**config.mk**
```make
export PLATFORM = sky130hd
export DESIGN_NAME = sorh_ctrl
export DESIGN_NICKNAME = d
export VERILOG_FILES = /design/src/rtl/core/sorh_pkg.sv /design/src/rtl/core/sorh_ctrl.sv
export SDC_FILE = /design/constraint.sdc
export NUM_CORES = 1
export LEC_CHECK = 0
export BUFFER_PORTS_ARGS = -buffer_cell sky130_fd_sc_hd__buf_2
export CORE_AREA = 3 3 40 42
export DETAILED_ROUTE_END_ITERATION = 6
export DIE_AREA = 0 0 43 45
export HOLD_SLACK_MARGIN = 0.06
export PLACE_DENSITY_LB_ADDON = 0.2
export REMOVE_ABC_BUFFERS = 1
export SLEW_MARGIN = 20
export SYNTH_ARGS = -nofsm -noshare
export SYNTH_HDL_FRONTEND = slang
export SYNTH_SLANG_ARGS = --single-unit
export TNS_END_PERCENT = 1
```
**constraint.sdc**
```tcl
create_clock -name clock -period 1.06 [get_ports clock]
set_input_delay 0.106 -clock clock [delete_from_list [all_inputs] [get_ports clock]]
set_output_delay 0.106 -clock clock [all_outputs]
set_load 0.005 [all_outputs]
```
**src/rtl/core/sorh_pkg.sv**
```systemverilog
// shared types and constants for the interval-or histogram block
// no dependencies; used by the controller, datapath, top and checker by scoped names
package sorh_pkg;

   // default sizes of the block
   localparam int MASK_BITS_DEF      = 16;
   localparam int COUNT_BITS_DEF     = 48;
   localparam int RUN_COUNT_BITS_DEF = 32;

   // fixed widths of the stream fields
   localparam int LETTER_BITS = 16;
   localparam int OUT_BITS    = 48;
   localparam int OP_BITS     = 2;

   // operation codes carried in req_tuser
   typedef enum logic [OP_BITS-1:0] {
      OP_PUSH  = 2'd0,
      OP_READ  = 2'd1,
      OP_CLEAR = 2'd2
   } op_type;

   // controller states, one-hot
   typedef enum logic [4:0] {
      ST_SWEEP = 5'b00001,
      ST_IDLE  = 5'b00010,
      ST_SCAN  = 5'b00100,
      ST_DRAIN = 5'b01000,
      ST_READ  = 5'b10000
   } state_type;

   // commands from controller to datapath
   typedef struct packed {
      logic push_start;
      logic scan_step;
      logic final_emit;
      logic read_start;
      logic rsp_load;
      logic sweep_step;
      logic profile_clear;
   } cmd_type;

   // status from datapath to controller
   typedef struct packed {
      logic letter_nonzero;
      logic scan_done;
      logic sweep_done;
      logic rsp_free;
   } status_type;

endpackage

```
**src/rtl/core/sorh_ctrl.sv**
```systemverilog
// controller state machine for the interval-or histogram block
// depends on sorh_pkg
module sorh_ctrl (
   input  logic                 clock,
   input  logic                 reset,
   input  logic                 req_tvalid,
   output logic                 req_tready,
   input  sorh_pkg::op_type     op,
   input  sorh_pkg::status_type status,
   output sorh_pkg::cmd_type    cmd
);

   sorh_pkg::state_type state_ff, state_in;

   // state register, reset starts the clearing sweep
   always_ff @(posedge clock) begin
      if (reset) begin
         state_ff <= sorh_pkg::ST_SWEEP;
      end else begin
         state_ff <= state_in;
      end
   end

   assign req_tready = (state_ff == sorh_pkg::ST_IDLE);

   // next state and commands
   always_comb begin
      state_in = state_ff;
      cmd      = '0;
      case (state_ff)
         sorh_pkg::ST_SWEEP: begin
            cmd.sweep_step = 1'b1;
            if (status.sweep_done) begin
               state_in = sorh_pkg::ST_IDLE;
            end
         end
         sorh_pkg::ST_IDLE: begin
            if (req_tvalid) begin
               case (op)
                  sorh_pkg::OP_PUSH: begin
                     // a zero letter changes nothing
                     if (status.letter_nonzero) begin
                        cmd.push_start = 1'b1;
                        state_in       = sorh_pkg::ST_SCAN;
                     end
                  end
                  sorh_pkg::OP_READ: begin
                     cmd.read_start = 1'b1;
                     state_in       = sorh_pkg::ST_READ;
                  end
                  sorh_pkg::OP_CLEAR: begin
                     cmd.profile_clear = 1'b1;
                     state_in          = sorh_pkg::ST_SWEEP;
                  end
                  default: begin
                  end
               endcase
            end
         end
         sorh_pkg::ST_SCAN: begin
            if (status.scan_done) begin
               cmd.final_emit = 1'b1;
               state_in       = sorh_pkg::ST_DRAIN;
            end else begin
               cmd.scan_step = 1'b1;
            end
         end
         sorh_pkg::ST_DRAIN: begin
            // last histogram write-back lands in this cycle
            state_in = sorh_pkg::ST_IDLE;
         end
         sorh_pkg::ST_READ: begin
            if (status.rsp_free) begin
               cmd.rsp_load = 1'b1;
               state_in     = sorh_pkg::ST_IDLE;
            end
         end
         default: begin
            state_in = sorh_pkg::ST_IDLE;
         end
      endcase
   end

endmodule

```
### Yosys cells after proc, flatten, opt, wreduce, memory -nomap -nowiden

Index checks and enable logic that the tools add are counted.

| cells by class | value |
|---|---|
| equal/unequal tests | 12 |
| muxes and demuxes | 23 |
| reductions and logical operators | 2 |

Operators by type and width:

| cell | number |
|---|---|
| $mux W5 | 5 |
| $pmux W5 S4 | 1 |
| $mux W1 | 15 |
| $pmux W5 S3 | 1 |
| $ne A2 B2 Y1 const B | 4 |
| $reduce_and A6 Y1 | 1 |
| $eq A5 B1 Y1 const B | 1 |
| $eq A5 B2 Y1 const B | 1 |
| $eq A5 B3 Y1 const B | 1 |
| $eq A5 B5 Y1 const B | 1 |
| $ne A4 B1 Y1 const B | 1 |
| $ne A3 B3 Y1 const B | 1 |
| $eq A2 B1 Y1 const B | 1 |
| $eq A2 B2 Y1 const B | 1 |
| $logic_not A2 Y1 | 1 |
| $mux W2 | 1 |

| word-level totals | value |
|---|---|
| flip-flop bits (word level) | 5 |
| input port bits | 9 |
| output and inout port bits | 8 |
| logic and storage cells | 38 |

### Depth between registers and ports, before layout

| depth | value |
|---|---|
| depth after elaboration | 4 |
| mapped depth | 6 |
| depth with buffers taken out | 6 |

### Least setup slack after synthesis

Ideal clock, no wire load.

| timing path | value |
|---|---|
| path kind | flip-flop to output port |
| start | register state_ff[0] |
| end | output port cmd[6] (netlist name) |
| data arrival time | 1.034 ns |
| data required time | 0.954 ns |
| setup slack | -0.080 ns |
| stages on the path, launching flop included | 5 |
| path buffers | 1 |
| cells stage by stage | dfxtp_1 > nor3_2 > and3_1 > buf_6 > and4_2 |

RTL lines:

| element | RTL line | source |
|---|---|---|
| start, declared | sorh_ctrl.sv:13 | `sorh_pkg::state_type state_ff, state_in;` |
| start signal, assigned | sorh_ctrl.sv:18 | `state_ff <= sorh_pkg::ST_SWEEP;` |
| start signal, assigned | sorh_ctrl.sv:20 | `state_ff <= state_in;` |
| end, declared | sorh_ctrl.sv:10 | `output sorh_pkg::cmd_type cmd` |

==> impl_metrics.py <==
metrics = {
    "clock_network": {
        "cts.clk_slew.worst_paths_ns": 0.04,
        "cts_tree": "done",
        "clk_path_buf_depth": 2,
        "cts.sinks": 5,
        "hold_buffers": 0,
        "clk_latency_ns": 0.23,
        "cts_root_buf": "clkbuf_4",
        "numCtsBuffers": 3,
        "htreeDepth": 1,
    },
    "routing": {
        "wl_mm": 1.06,
        "post_drt_wl_per_cell_um": 10.1,
        "remaining_drc_errors": 0,
        "dr_total_vias": 488,
        "ant_nets": 0,
        "via_per_inst": 4.69,
        "firstDrtPassIters": 4,
        "drt_iter0_markers": 10,
    },
    "power_and_ir_drop": {
        "vdd_drop_max_uv": 513,
        "cellPowerDensity_nw_per_um2": 868,
        "leakage_nw": 0.371,
    },
    "layout": {
        "final_common_cell": "buf_4",
        "fin_area_sq_um": 726,
        "drive_above_1_share_pct": 65.2,
        "synthToLayoutAreaGrowth_pct": 75.2,
        "final_cell_mix": "20 x buf_4, 15 x buf_2, 6 x inv_1",
        "antenna_cells": 0,
        "fin_nets": 103,
        "top_register": "state_ff",
        "fin_cells": 104,
        "largest_reg_flops": 5,
        "top_regs": "state_ff (5)",
    },
    "logic_synthesis": {
        "synthesis.area_sq_um": 414,
        "avgSynthCellArea_sq_um": 8.45,
        "synth_top_area_share_pct": 24.2,
        "synth_top_area_cell": "dfxtp_1",
        "synth_cell_types": 25,
        "ys_top_cells_by_area": "dfxtp_1 24%, ha_1 12%, inv_1 5.4%, a41oi_1 4.2%, a21oi_1 3.6%",
        "yosys_warnings": 0,
        "synth_cells": 49,
        "seq_area_frac_synth_pct": 24.2,
        "ys_seq_elements": 5,
    },
    "place": {
        "place_congestion": 0.767,
        "place_ws_ns": -0.229,
        "place_area_sq_um": 614,
        "portBuffers": 16,
        "placed_cells": 94,
        "hpwl_um": 790,
    },
    "floorplanning": {
        "initial_utilization_pct": 32.2,
        "dieArea_sq_um": 1940,
        "ios": 17,
        "coreArea_sq_um": 1280,
        "die_h_um": 45,
        "fp.dieW_um": 43,
        "num_rows": 13,
    },
    "status": {
        "violations": "setup timing",
        "status": "finished with violations",
    },
    "sta": {
        "fin_ws_ns": -0.371,
        "fmax_ghz": 0.699,
        "hold_ws_ns": 0.101,
        "period_needed_ns": 1.43,
        "fin_crit_sh_pct": 135,
        "slew_headroom_pct": 88.1,
        "fin_tns_setup_ns": -3.06,
        "fin_worst_skew_ns": 0.000691,
        "hold_viol": 0,
        "rsz0062_at_grt": "true",
        "worstMarginPinSlew_ns": 0.178,
        "finalSetupViolCount": 13,
        "maxSlewViolCount": 0,
    },
    "worst_setup_path": {
        "required_ns": 0.95,
        "path_cells": "nor3_4 -> buf_4 -> nand3b_1 -> buf_4 -> nor2_1 -> buf_2",
        "slowest_delay_ns": 0.33,
        "end_kind": "output port",
        "cpMaxStageDelayCell": "dfxtp_2",
        "critical_path_class": "reg -> out",
        "arrival_ns": 1.32,
        "critPathMostFrequentCell": "buf_4",
        "crit_fanout": 3,
        "cpLargestDelayFamily": "buffers and inverters",
        "start_kind": "flip-flop",
        "timing.critical_path.buf_inv": 3,
    },
    "global_routing": {
        "grt.overflow.total": 0,
        "groute.usage.overall_pct": 13.2,
        "grt_max_degree": 9,
        "grt_pass1_wl_mm": 1.88,
        "grt_pass1_vias": 489,
        "antenna_found_initial": 0,
    },
    "hold_path": {
        "hp-class": "in -> reg",
    },
    "flow_run": {
        "cap_violations": 0,
    },
}
[power by group]
part	switching, mW	internal (mW)	leakage [nW]
clock	0.0666	0.142	0.0150
sequential	0.00958	0.198	0.0429
combinational	0.0875	0.127	0.313
total	0.164	0.466	0.371
[final cells by class]
cell class / count / area, sq um
timing repair buffer: 37 / 248
sequential: 5 / 109
fill: 122 / 559
multi-input combinational: 37 / 302
tap: 15 / 18.8
inverter: 6 / 22.5
clock buffer: 4 / 26.3
[synthesized netlist by cell type]
| cell | count |
|---|---|
| a211oi_2 | 1 |
| a21oi_1 | 3 |
| a41oi_1 | 2 |
| and3_1 | 1 |
| and3_2 | 2 |
| and3b_2 | 1 |
| and4_2 | 1 |
| and4b_2 | 1 |
| and4bb_2 | 1 |
| buf_6 | 1 |
| dfxtp_1 | 5 |
| ha_1 | 4 |
| inv_1 | 6 |
| mux2_2 | 1 |
| nand2_1 | 4 |
| nand2_2 | 1 |
| nand3b_1 | 2 |
| nand4_1 | 1 |
| nor2_1 | 3 |
| nor3_1 | 2 |
| nor3_2 | 1 |
| nor3b_1 | 2 |
| o211ai_1 | 1 |
| o21a_1 | 1 |
| o21ai_0 | 1 |
[through the flow]
step           utilization (%)  total power, mW
2_1_floorplan                -            0.285
3_3_place_gp              47.8            0.384
3_5_place_dp              47.8            0.385
4_1_cts                   54.0            0.631
5_1_grt                   56.5            0.683
6_report                  56.5            0.630
[logic make-up (layout without fill, tap and decap cells)]
kind of cell / Yosys count / in the layout / share of synthesized area (%)
AND/OR/NAND/NOR: 23 / 23 / 37.2
AO/OA/AOI/OAI: 9 / 9 / 15.7
buffers and inverters: 7 / 47 / 8.16
flip-flops: 5 / 5 / 24.2
adder cells (fa/ha/maj): 4 / 4 / 12.1
multiplexers: 1 / 1 / 2.72
[worst reg2reg max path, delay by kind of cell, from the launching register on]
family / cells / cell delay (ns)
flip-flops: 1 / 0.33
buffers and inverters: 2 / 0.30
AND/OR/NAND/NOR: 2 / 0.29
AO/OA/AOI/OAI: 2 / 0.33
[metal layers]
metal	vias up	wire, um	global-route usage, %
met4	0	0	7.23
met5	-	0	0
met3	0	59	4.78
met2	14	544	23.1
li1	256	-	-
met1	218	451	13.8
[worst paths after layout]
kind,slack [ns],end,from,cells past startpoint
setup reg to reg,-0.26,state_ff[2]$_SDFFE_PP0P_,state_ff[3]$_SDFFE_PP0P_,6
hold reg to reg,0.67,state_ff[2]$_SDFFE_PP0P_,state_ff[2]$_SDFFE_PP0P_,3
setup / recovery,-0.37,cmd[4],state_ff[3]$_SDFFE_PP0P_,6
hold / removal,0.10,state_ff[1]$_SDFFE_PP0P_,reset,2
[timing repair]
action	4_1_cts	5_1_grt
setup endpoints to repair	13	13
endpoints found under the hold margin	0	0
pin swaps	5	3
buffers inserted	5	1
gates resized for setup	6	8
Power figures use the tool's default switching activity.
